--- config.mk ---
export PLATFORM = sky130hd
export DESIGN_NAME = bcrl_ctrl
export DESIGN_NICKNAME = d
export VERILOG_FILES = /design/src/design/bcrl_pkg.sv /design/src/design/bcrl_ctrl.sv
export SDC_FILE = /design/constraint.sdc
export NUM_CORES = 1
export LEC_CHECK = 0
export BUFFER_PORTS_ARGS = -buffer_cell sky130_fd_sc_hd__buf_4
export CAP_MARGIN = 40
export CELL_PAD_IN_SITES_DETAIL_PLACEMENT = 1
export CELL_PAD_IN_SITES_GLOBAL_PLACEMENT = 1
export CORE_AREA = 2 2 39 41
export CTS_BUF_LIST = sky130_fd_sc_hd__clkbuf_2 sky130_fd_sc_hd__clkbuf_4 sky130_fd_sc_hd__clkbuf_8
export DETAILED_ROUTE_END_ITERATION = 7
export DIE_AREA = 0 0 41 43
export PLACE_DENSITY = 0.64
export SLEW_MARGIN = 40
export SYNTH_ARGS = -nofsm -noshare
export SYNTH_HDL_FRONTEND = slang
export SYNTH_SLANG_ARGS = --single-unit
--- constraint.sdc ---
create_clock -name i_clk -period 1.6 [get_ports i_clk]
set_input_delay 0.24 -clock i_clk [delete_from_list [all_inputs] [get_ports i_clk]]
set_output_delay 0.24 -clock i_clk [all_outputs]
set_load 0.1 [all_outputs]
--- src/design/bcrl_pkg.sv ---
// Shared types and constants for the bucket connection rate limiter.
// Holds the word formats, register indexes, verdict codes and the control
// and status groups between the controller and the datapath; no dependencies.
package bcrl_pkg;

    // Fixed field widths.
    localparam int BUCKET_W  = 13;
    localparam int BUCKET_SPAN = 8192;
    localparam int CNT_W     = 17;
    localparam int CFG_W     = 16;
    localparam int CFG_IDX_W = 2;

    // Configuration register indexes.
    localparam logic [CFG_IDX_W-1:0] CFG_LIMIT_ENABLE   = 2'd0;
    localparam logic [CFG_IDX_W-1:0] CFG_MAX_ACCEPT     = 2'd1;
    localparam logic [CFG_IDX_W-1:0] CFG_SUSPEND_CYCLES = 2'd2;

    // Configuration reset values.
    localparam logic             RST_LIMIT_ENABLE   = 1'b0;
    localparam logic [CFG_W-1:0] RST_MAX_ACCEPT     = 16'd16;
    localparam logic [CFG_W-1:0] RST_SUSPEND_CYCLES = 16'd4;

    // Input opcodes.
    localparam logic OP_ATTEMPT = 1'b0;
    localparam logic OP_TICK    = 1'b1;

    // Verdict codes.
    localparam logic [1:0] V_ACCEPT  = 2'd0;
    localparam logic [1:0] V_LOCKED  = 2'd1;
    localparam logic [1:0] V_NEWLOCK = 2'd2;
    localparam logic [1:0] V_TICK    = 2'd3;

    // Read address sources for the counter memory.
    typedef logic [1:0] t_rd_src;
    localparam t_rd_src RD_ZERO = 2'd0;
    localparam t_rd_src RD_IN   = 2'd1;
    localparam t_rd_src RD_REM  = 2'd2;
    localparam t_rd_src RD_NEXT = 2'd3;

    typedef struct packed {
        logic                opcode;
        logic [BUCKET_W-1:0] bucket;
    } t_in_word;

    typedef struct packed {
        logic [1:0] verdict;
        logic       accepted;
    } t_out_word;

    // Commands from the controller to the datapath.
    typedef struct packed {
        logic    capture;
        t_rd_src rd_src;
        logic    mod_step;
        logic    cnt_clr;
        logic    cnt_inc;
        logic    clear_wr;
        logic    sweep_wr;
        logic    eval;
        logic    tick_done;
    } t_dp_cmd;

    // Status from the datapath to the controller.
    typedef struct packed {
        logic idx_direct;
        logic mod_done;
        logic cnt_last;
    } t_dp_sts;

endpackage

--- src/design/bcrl_ctrl.sv ---
// Controller state machine of the bucket connection rate limiter.
// Sequences the clearing pass, attempt lookups and tick sweeps; uses bcrl_pkg.
module bcrl_ctrl (
    input  logic              i_clk,
    input  logic              i_rst_n,
    input  logic              i_start,
    input  logic              i_opcode,
    input  bcrl_pkg::t_dp_sts i_sts,
    output bcrl_pkg::t_dp_cmd o_cmd,
    output logic              o_busy,
    output logic              o_valid
);
    import bcrl_pkg::*;

    localparam logic [2:0] ST_CLEAR = 3'd0;
    localparam logic [2:0] ST_IDLE  = 3'd1;
    localparam logic [2:0] ST_MOD   = 3'd2;
    localparam logic [2:0] ST_EVAL  = 3'd3;
    localparam logic [2:0] ST_SWEEP = 3'd4;

    logic [2:0] r_state;
    logic [2:0] n_state;
    logic       r_valid;
    t_dp_cmd    w_cmd;

    always_comb begin
        n_state = r_state;
        w_cmd   = '0;
        case (r_state)
            ST_CLEAR: begin
                w_cmd.clear_wr = 1'b1;
                w_cmd.cnt_inc  = 1'b1;
                if (i_sts.cnt_last) begin
                    n_state = ST_IDLE;
                end
            end
            ST_IDLE: begin
                w_cmd.cnt_clr = 1'b1;
                if (i_start) begin
                    w_cmd.capture = 1'b1;
                    if (i_opcode == OP_TICK) begin
                        w_cmd.rd_src = RD_ZERO;
                        n_state      = ST_SWEEP;
                    end else begin
                        w_cmd.rd_src = RD_IN;
                        n_state      = i_sts.idx_direct ? ST_EVAL : ST_MOD;
                    end
                end
            end
            ST_MOD: begin
                if (i_sts.mod_done) begin
                    w_cmd.rd_src = RD_REM;
                    n_state      = ST_EVAL;
                end else begin
                    w_cmd.mod_step = 1'b1;
                end
            end
            ST_EVAL: begin
                w_cmd.eval = 1'b1;
                n_state    = ST_IDLE;
            end
            ST_SWEEP: begin
                w_cmd.sweep_wr = 1'b1;
                w_cmd.cnt_inc  = 1'b1;
                w_cmd.rd_src   = RD_NEXT;
                if (i_sts.cnt_last) begin
                    w_cmd.tick_done = 1'b1;
                    n_state         = ST_IDLE;
                end
            end
            default: begin
                n_state = ST_IDLE;
            end
        endcase
    end

    always_ff @(posedge i_clk) begin
        if (!i_rst_n) begin
            r_state <= ST_CLEAR;
            r_valid <= 1'b0;
        end else begin
            r_state <= n_state;
            r_valid <= w_cmd.eval | w_cmd.tick_done;
        end
    end

    assign o_cmd   = w_cmd;
    assign o_busy  = (r_state != ST_IDLE);
    assign o_valid = r_valid;

endmodule

# Word-level counts from Yosys, hierarchy flattened
# Cells that the tools add are included.
[classes] n_eq_ne=8 mux=20 bitwise=1 n_reduce_logical=3
[op_table] operator="2-to-1 mux 3 bit" count=5
[op_table] operator="2-to-1 mux 1 bit" count=12
[op_table] operator="case mux 3 bit (3 select lines)" count=1
[op_table] operator="== test 3 x 2 -> 1 bit (second input constant)" count=2
[op_table] operator="case mux 2 bit (3 select lines)" count=1
[op_table] operator="inequality test 2 bit (second input constant)" count=2
[op_table] operator="== test 3 x 1 -> 1 bit (second input constant)" count=1
[op_table] operator="== test 3 bit (second input constant)" count=1
[op_table] operator="logical NOT 3 bit" count=1
[op_table] operator="inequality test 3 x 1 -> 1 bit (second input constant)" count=1
[op_table] operator="AND reduction 3 bit" count=1
[op_table] operator="2-to-1 mux 2 bit" count=1
[op_table] operator="inequality test 2 x 1 -> 1 bit (second input constant)" count=1
[op_table] operator="OR reduction 2 bit" count=1
[op_table] operator="OR 1 bit" count=1
[totals] ff_bits=4 inputBits=7 out_inout_bits=12 word_cells=34

# Depth between registers and ports, before layout
# Gate-level depths: netlist (run 1).
[depth] depth_word=4 depth_mapped=5 ltp_nobuf=4

# Worst setup path before layout (run 1)
# OpenSTA, ideal clock, no wires.
[synth_path] path_kind="reg-to-reg" startpoint="reg r_state[1]" endpoint="reg r_state[0]" setup_ns=0.136 t_arrival_ns=2.880 t_required_ns=1.464 setup_slack_ns=-1.416 path_stages_with_launch=6 n_path_buf=1 synth_period_minus_slack_ns=3.016 path_cell_list="dfxtp_1 -> buf_2 -> nor3b_2 -> inv_2 -> o211ai_2 -> o32ai_2"
[synth_between] elab_chain_len=4 word_cells_on_any_way=10 classes_between="6 x eq/ne; 1 x mux; 3 x reduce/logical"
[synth_rtl] element="start, declared" line="bcrl_ctrl.sv:21" source="logic [2:0] r_state;"
[synth_rtl] element="start signal, assigned" line="bcrl_ctrl.sv:82" source="r_state <= n_state;"
[synth_rtl] element="== test 3 bit / logical NOT 3 bit (equally long branches)" line="bcrl_ctrl.sv:29" source="case (r_state)"
[synth_rtl] element="OR reduction 2 bit (no line)"
[synth_rtl] element="inequality test 2 x 1 -> 1 bit (no line)"
[synth_rtl] element="AND reduction 3 bit (no line)"
# Parallel ways exist; a longest one is shown, timed or not.
# A chain may end at the register's enable or synchronous reset.

==> impl_metrics.ini, run 1 <==
[floorplan]
die_w_um = 41
rows = 14
initial_core_util_pct = 21.9
die_height_um = 43
dieArea_um2 = 1760
coreArea_um2 = 1380
ios = 19

[clock_tree]
cts_hold_buf = 0
cts_buffers = 3
clock_latency_ns = 0.23
cts_tree = built
cts_root_buf = clkbuf_4
clock_path_buffers = 2
clock_sinks = 4
cts_max_level = 1
clk_pin_slew_ns = 0.04

[global_routing]
grt_max_degree = 11
grt_pass1_wl_um = 1680
track_usage_pct = 14.6
grt_overflow = 0
antenna_found_initial = 0
grt_pass1_vias = 371

[power]
power_uw = 959
leakagePower_nw = 0.293
peakVddDrop_v = 0.000668
cellPowerDensity_nw_per_um2 = 1380

[synthesis]
synth_area_um2 = 303
synthTopCellsByArea = dfxtp_1 (26%), nor2b_1 (8.3%), o32ai_2 (5.4%), a21oi_1 (5.0%), nor3_1 (5.0%)
synth_warnings = 0
ys_ff_latch = 4
synth_nets = 45
synth_top_area_cell = dfxtp_1
synthArstFlopShare_pct = 0
synth_edf_count = 0
synth_ff_type = dfxtp_1
syn_avg_cell_area_um2 = 7.97
synthCells = 38
netlist_top_cells_count = dfxtp_1 (4), nor2b_1 (4), a21oi_1 (3), nor3_1 (3)
yosysSeqAreaShare_pct = 26.4
yosysTopAreaCellShare_pct = 26.4
synth_cell_types = 23

[timing]
skew_ns = 0.00601
finalSetupViolCount = 0
finalCriticalPeriod_ns = 1.60
rsz0062_at_grt = true
max_freq_ghz = 0.626
hold_violations = 0
final.period_utilization_pct = 99.8
maxSlewViolCount = 0
setup-tns-final_ns = 0
max_slew_margin_pct = 81.5
tightestPinTransition_ns = 0.279

[layout]
nets = 75
fill_cells = 157
area_growth_pct = 130
antenna_cells = 0
drive_gt1_share_pct = 74.2

[place]
dpl.hpwl_um = 786
finalWeightedCongestion = 0.720
io_buffers = 18

[routing]
ant_nets = 0
drt_iter0_drc = 1
drt_wl_total_um = 1060
drt-vias-per-instance = 4.57
wl_per_cell_um = 12.9
drcViolationCount = 0
dr_total_vias = 375
firstDrtPassIters = 4

[worst_setup_path]
cp_cell_sequence = or4b_4, clkinvlp_4, buf_12
worstPathRequired_ns = 1.36
worstSetupPathType = reg -> out
cp.arrival_ns = 1.36
r2r_slack_ns = 0.08
cp_max_fo = 7
start_kind = flop
r2r-start = r_state[1]
path_delay_family = simple AND/OR/NAND/NOR gates
endpoint_kind = output port
cp_num_buf_inv = 2
cp-startpoint = r_state[0]
cpPeakStageDelay_ns = 0.50
cp_slowest_cell = or4b_4

[job]
maxCapViolations = 0

[min_path]
hp-start = i_start
hold_path_class = in -> reg

[status]
status = completed
## state kept, by name, indices dropped and copies added, names as in the netlist
name / cells
o_valid: 1
r_state: 3
## per-stage QoR
step | util (%) | instances | worst slack [ns] | instance area, µm² | hold WS (ns)
final | 50.4 | 82 | 0.00252 | 697 | 0.266
after global routing | 50.4 | 82 | -0.0540 | 697 | 0.249
after CTS | 46.5 | 79 | -0.0190 | 643 | 0.256
after floorplan | - | 38 | -0.561 | 379 | 0.358
after global placement | 39.5 | 73 | 0.0801 | 547 | 0.512
after detailed placement | 39.5 | 73 | 0.0523 | 547 | 0.510
## path summary, 6_finish.rpt
kind                            cells after the start          to
worst min-delay path                                2  r_state[0]
worst max register to register                      6  r_state[0]
worst min register to register                      3  r_state[1]
worst max-delay path                                3    o_cmd[6]
## routing by layer
layer	vias up	track usage (%)	part of all wire, %
li1	191	-	-
met1	165	16.3	38
met2	17	21.9	54
met3	2	3.66	5.9
met4	0	12.0	1.8
met5	-	0	0
## cells in the final DEF (no fill, tap or decap), types with 2 or more instances in the layout
master	n
buf_4	18
buf_12	5
nor2b_1	3
clkbuf_4	3
buf_6	3
nand3_1	2
a21oi_1	2
nor2_4	2
nor3_2	2
dfxtp_2	2
## what timing repair did
action | CTS | global route
endpoints found under the setup margin | 7 | 12
setup buffers | 3 | 3
gates resized for setup | 14 | 9
pin swaps | 2 | 2
## final cells by class
cell class,instances,area (µm²),share of cell area (%)
multi-input cells,28,251,36.1
inverters,4,32.5,4.67
well taps,16,20.0,2.87
flip-flops and latches,4,86.3,12.4
repair buffers,27,284,40.8
clock buffers,3,22.5,3.23
## report_power, final
group          switching [mW]  total [mW]  internal (mW)
Clock                  0.0388       0.122         0.0837
Sequential             0.0146       0.131          0.116
Combinational           0.458       0.706          0.247
Total                   0.512       0.959          0.447
## logic make-up after synthesis
kind of cell           Yosys count  synth area share (%)
AOI/OAI and AO/OA                9                  24.0
buffers and inverters            6                  10.3
and+or+nand+nor                 19                  39.3
DFF                              4                  26.4
Note: power is estimated with default switching activity, not from simulation.
==> inputs of run 2 (changes only) <==
==> constraint.sdc (replaced) <==
create_clock -name i_clk -period 1.8 [get_ports i_clk]
set_input_delay 0.27 -clock i_clk [delete_from_list [all_inputs] [get_ports i_clk]]
set_output_delay 0.27 -clock i_clk [all_outputs]
set_load 0.1 [all_outputs]
==> impl_metrics.ini, run 2 (synthesis results as in run 1) <==
[status]
status = completed

[layout]
largest-register = r_state
post-route-util_pct = 40.1
drive_gt1_share_pct = 65.6
final_common_cell = buf_4
final_cells = 77
antenna_cells = 0
layout_common_cells = buf_4 (21), nor2b_1 (4), clkbuf_4 (3), dfxtp_1 (3)
fill_cells = 158
largest_reg_flops = 3
area_growth_pct = 83.1
final_cell_area_um2 = 554
nets = 70

[clock_tree]
clock_path_buffers = 2
cts_root_buf = clkbuf_4
cts_hold_buf = 0
cts_setup_buffers = 0
clock_sinks = 4
clock_latency_ns = 0.23
clk_pin_slew_ns = 0.04
cts_buffers = 3
cts_tree = built
cts_resized = 1
cts_max_level = 1

[timing]
maxSlewViolCount = 0
hold_violations = 0
layout_setup_ws_ns = 0.0822
max_slew_margin_pct = 81.5
rsz0062_at_grt = false
max_freq_ghz = 0.582
setup-tns-final_ns = 0
holdWs_ns = 0.278
final.period_utilization_pct = 95.4
finalSetupViolCount = 0
tightestPinTransition_ns = 0.279
finalCriticalPeriod_ns = 1.72
skew_ns = 0.000397

[global_routing]
antenna_found_initial = 0
grt_pass1_vias = 358
grt_pass1_wl_um = 1380
grt_max_degree = 8
track_usage_pct = 12.0
grt_overflow = 0

[worst_setup_path]
worstPathRequired_ns = 1.53
r2r_slack_ns = 0.37
rr_endpoint = r_state[0]
cp_max_fo = 7
r2r-start = r_state[1]
cp.arrival_ns = 1.45
cp-startpoint = r_state[0]
worstSetupPathType = reg -> out
rr_worst_depth = 5
start_kind = flop
endpoint_kind = output port

[floorplan]
ios = 19
die_height_um = 43
dieArea_um2 = 1760
initial_core_util_pct = 21.9
coreArea_um2 = 1380
rows = 14
die_w_um = 41

[job]
maxCapViolations = 0

[routing]
drt-vias-per-instance = 4.64
wl_per_cell_um = 11.6
ant_nets = 0
drt_iter0_drc = 2
firstDrtPassIters = 3
drt_wl_total_um = 891
dr_total_vias = 357
drcViolationCount = 0

[min_path]
worstHoldEndpoint = r_state[0]
hp-start = i_start
hold_depth = 2
hold_path_class = in -> reg

[place]
post_dp_cell_area_um2 = 527
finalWeightedCongestion = 0.701
dp_slack_ns = 0.220
place_inst = 74
io_buffers = 18
dpl.hpwl_um = 755

[power]
cellPowerDensity_nw_per_um2 = 1340
power_uw = 744
peakVddDrop_v = 0.000589
leakagePower_nw = 0.245
run 2: cell types whose count changed in the layout (fill, tap and decap cells not counted), sizes merged:
cell	before	now
buf	27	22
run 2: how the worst max path moves through the flow:
| stage | to | slack [ns] | depth (start not counted) |
|---|---|---|---|
| detailed placement | o_cmd[6] | 0.22 | 3 |
| global route | o_cmd[6] | 0.02 | 3 |
| global placement | o_cmd[6] | 0.26 | 3 |
| CTS | o_busy | 0.02 | 3 |
| finish | o_cmd[6] | 0.08 | 3 |
| floorplan | r_state[0] | -0.36 | 5 |
run 2: report_power, final:
part	internal, mW	switching [mW]
Clock	0.0743	0.0327
Combinational	0.143	0.379
Sequential	0.101	0.0143
Total	0.318	0.426
run 2: critical path, stage by stage, from the launching register on:
cell	delay, ns
dfxtp_2	0.35
or4b_4	0.56
clkinvlp_4	0.09
buf_6	0.21
run 2: layout make-up:
class | instances | area (µm²) | share of cell area, %
inverters | 4 | 32.5 | 5.87
well taps | 16 | 20.0 | 3.61
repair buffers | 22 | 169 | 30.5
clock buffers | 3 | 22.5 | 4.06
flip-flops and latches | 4 | 81.3 | 14.7
multi-input cells | 28 | 229 | 41.3
run 2: layer usage:
metal	routed length [µm]	track usage [%]	vias to the layer above
met1	394	13.4	161
met5	0	0	-
met3	42	0	2
li1	-	-	182
met2	429	17.8	12
met4	24	14.0	0
==> inputs of run 3 (changes only) <==
--- a/config.mk
+++ b/config.mk
@@ -5,6 +5,7 @@
 export SDC_FILE = /design/constraint.sdc
 export NUM_CORES = 1
 export LEC_CHECK = 0
+export ABC_AREA = 1
 export BUFFER_PORTS_ARGS = -buffer_cell sky130_fd_sc_hd__buf_4
 export CAP_MARGIN = 40
 export CELL_PAD_IN_SITES_DETAIL_PLACEMENT = 1
@@ -13,8 +14,8 @@
 export CTS_BUF_LIST = sky130_fd_sc_hd__clkbuf_2 sky130_fd_sc_hd__clkbuf_4 sky130_fd_sc_hd__clkbuf_8
 export DETAILED_ROUTE_END_ITERATION = 7
 export DIE_AREA = 0 0 41 43
-export PLACE_DENSITY = 0.64
-export SLEW_MARGIN = 40
+export PLACE_DENSITY = 0.71
+export SLEW_MARGIN = 20
 export SYNTH_ARGS = -nofsm -noshare
 export SYNTH_HDL_FRONTEND = slang
 export SYNTH_SLANG_ARGS = --single-unit
==> impl_metrics.ini, run 3 <==
[worst_setup_path]
path_delay_family = buffers and inverters
worstPathRequired_ns = 1.53
cpPeakStageDelay_ns = 0.36
worstSetupPathType = reg -> out
cp.arrival_ns = 1.37
cp_max_fo = 7
start_kind = flop
cp_cell_sequence = nor2_4, inv_2, nor2_4, nand2_2, clkinvlp_4, buf_4
cp_slowest_cell = dfxtp_2
endpoint_kind = output port
cp_num_buf_inv = 3
cpMostUsedCell = nor2_4

[global_routing]
grt_pass1_vias = 374
grt_pass1_wl_um = 1460
grt_overflow = 0
antenna_found_initial = 0
track_usage_pct = 11.9
grt_max_degree = 8

[floorplan]
coreArea_um2 = 1380
ios = 19
initial_core_util_pct = 22.5
rows = 14
die_height_um = 43
dieArea_um2 = 1760
die_w_um = 41

[synthesis]
synthAdderAreaFrac_pct = 0
syn_avg_cell_area_um2 = 6.63
netlist_top_cells_count = inv_1 (10), nand2_1 (7), dfxtp_1 (4), inv_2 (4)
synthCells = 47
synth_warnings = 0
synthTopCellsByArea = dfxtp_1 (26%), inv_1 (12%), nand2_1 (8.4%), nor2_4 (7.2%), nand3_2 (6.4%)
yosysSeqAreaShare_pct = 25.7
synth_cell_types = 15
synth_simple_gate_area_share_pct = 46.6
synth_nets = 54
synth-compound-area-share_pct = 10.8
synth_edf_count = 0
synth_ff_type = dfxtp_1
ys_ff_latch = 4
synth_mux_area_share_pct = 0
synth_area_um2 = 312
synthXorXnorAreaFrac_pct = 0
synthArstFlopShare_pct = 0
synth.most_common_cell = inv_1
synth_top_family_by_area = simple AND/OR/NAND/NOR gates
yosysTopAreaCellShare_pct = 25.7
synth_top_area_cell = dfxtp_1

[layout]
nets = 77
post-route-util_pct = 37.8
layout_common_cells = buf_4 (18), inv_1 (8), nand2_1 (6)
largest_reg_flops = 3
fill_cells = 182
regArea_um2 = 81.3
area_growth_pct = 67.9
drive_gt1_share_pct = 63.2
final_common_cell = buf_4
antenna_cells = 0
multiInputGateArea_um2 = 204
largest-register = r_state

[routing]
drt-vias-per-instance = 4.30
firstDrtPassIters = 2
drt_wl_total_um = 825
drt_iter0_drc = 3
ant_nets = 0
wl_per_cell_um = 9.82
drcViolationCount = 0
dr_total_vias = 361

[clock_tree]
clock_latency_ns = 0.23
cts_setup_buffers = 0
cts_root_buf = clkbuf_4
cts_max_level = 1
cts_tree = built
cts_hold_buf = 0
clock_path_buffers = 2
clk_pin_slew_ns = 0.04
cts_buffers = 3
clock_sinks = 4
cts_resized = 0

[timing]
max_slew_margin_pct = 81.5
holdWs_ns = 0.296
rsz0062_at_grt = false
layout_setup_ws_ns = 0.157
maxSlewViolCount = 0
final.period_utilization_pct = 91.3
hold_violations = 0
skew_ns = 0.000149
finalCriticalPeriod_ns = 1.64
tightestPinTransition_ns = 0.280
finalSetupViolCount = 0
max_freq_ghz = 0.609

[power]
peakVddDrop_v = 0.000523
cellPowerDensity_nw_per_um2 = 1430
leakagePower_nw = 0.268

[place]
dpl.hpwl_um = 743
dp_slack_ns = 0.393
io_buffers = 18
finalWeightedCongestion = 0.765

[job]
maxCapViolations = 0

[min_path]
hold_path_class = in -> reg

[status]
status = completed
==> run 3: final timing paths <==
check	start	endpoint	slack, ns	depth (start not counted)
setup / recovery	r_state[0]	o_cmd[0]	0.16	6
hold / removal	i_rst_n	r_state[2]	0.30	3
setup reg to reg	r_state[2]	r_state[2]	0.69	5
hold reg to reg	r_state[0]	r_state[0]	0.60	2
==> run 3: area by class of cell <==
class                           instances  share of cell area, %
Clock buffer                            3                   4.31
Inverter                               14                   11.5
Multi-Input combinational cell         29                   39.0
Sequential cell                         4                   15.6
Tap cell                               16                   3.83
Timing Repair Buffer                   18                   25.8
==> run 3: through the flow <==
| stage | total power [mW] | setup TNS, ns | instance area, µm² | std cells |
|---|---|---|---|---|
| after detailed placement | 0.644 | 0 | 500 | 81 |
| final | 0.747 | 0 | 523 | 84 |
| after floorplan | 0.548 | -2.54 | 345 | 47 |
| after global placement | 0.642 | 0 | 500 | 81 |
| after global routing | 0.786 | 0 | 523 | 84 |
| after CTS | 0.757 | 0 | 523 | 84 |
==> run 3: worst register-to-register path, cell delays in order (launching register included) <==
cell,delay [ns]
dfxtp_1,0.44
nor2_2,0.11
nand2_2,0.13
clkinvlp_4,0.11
a21oi_1,0.17
nor2_1,0.06
==> run 3: power by group <==
part | internal [mW] | total (mW) | switching (mW)
Clock | 0.0744 | 0.108 | 0.0337
Sequential | 0.102 | 0.124 | 0.0219
Combinational | 0.107 | 0.515 | 0.408
==> run 3: cells by family after synthesis <==
logic type,Yosys count
compound gates,6
simple gates,23
buf+inv,14
flops,4
==> run 3: routing by layer <==
layer	GRT usage, %	wire, µm
met5	0	0
met4	2.00	0
met3	4.71	55
met2	19.7	419
met1	13.9	349
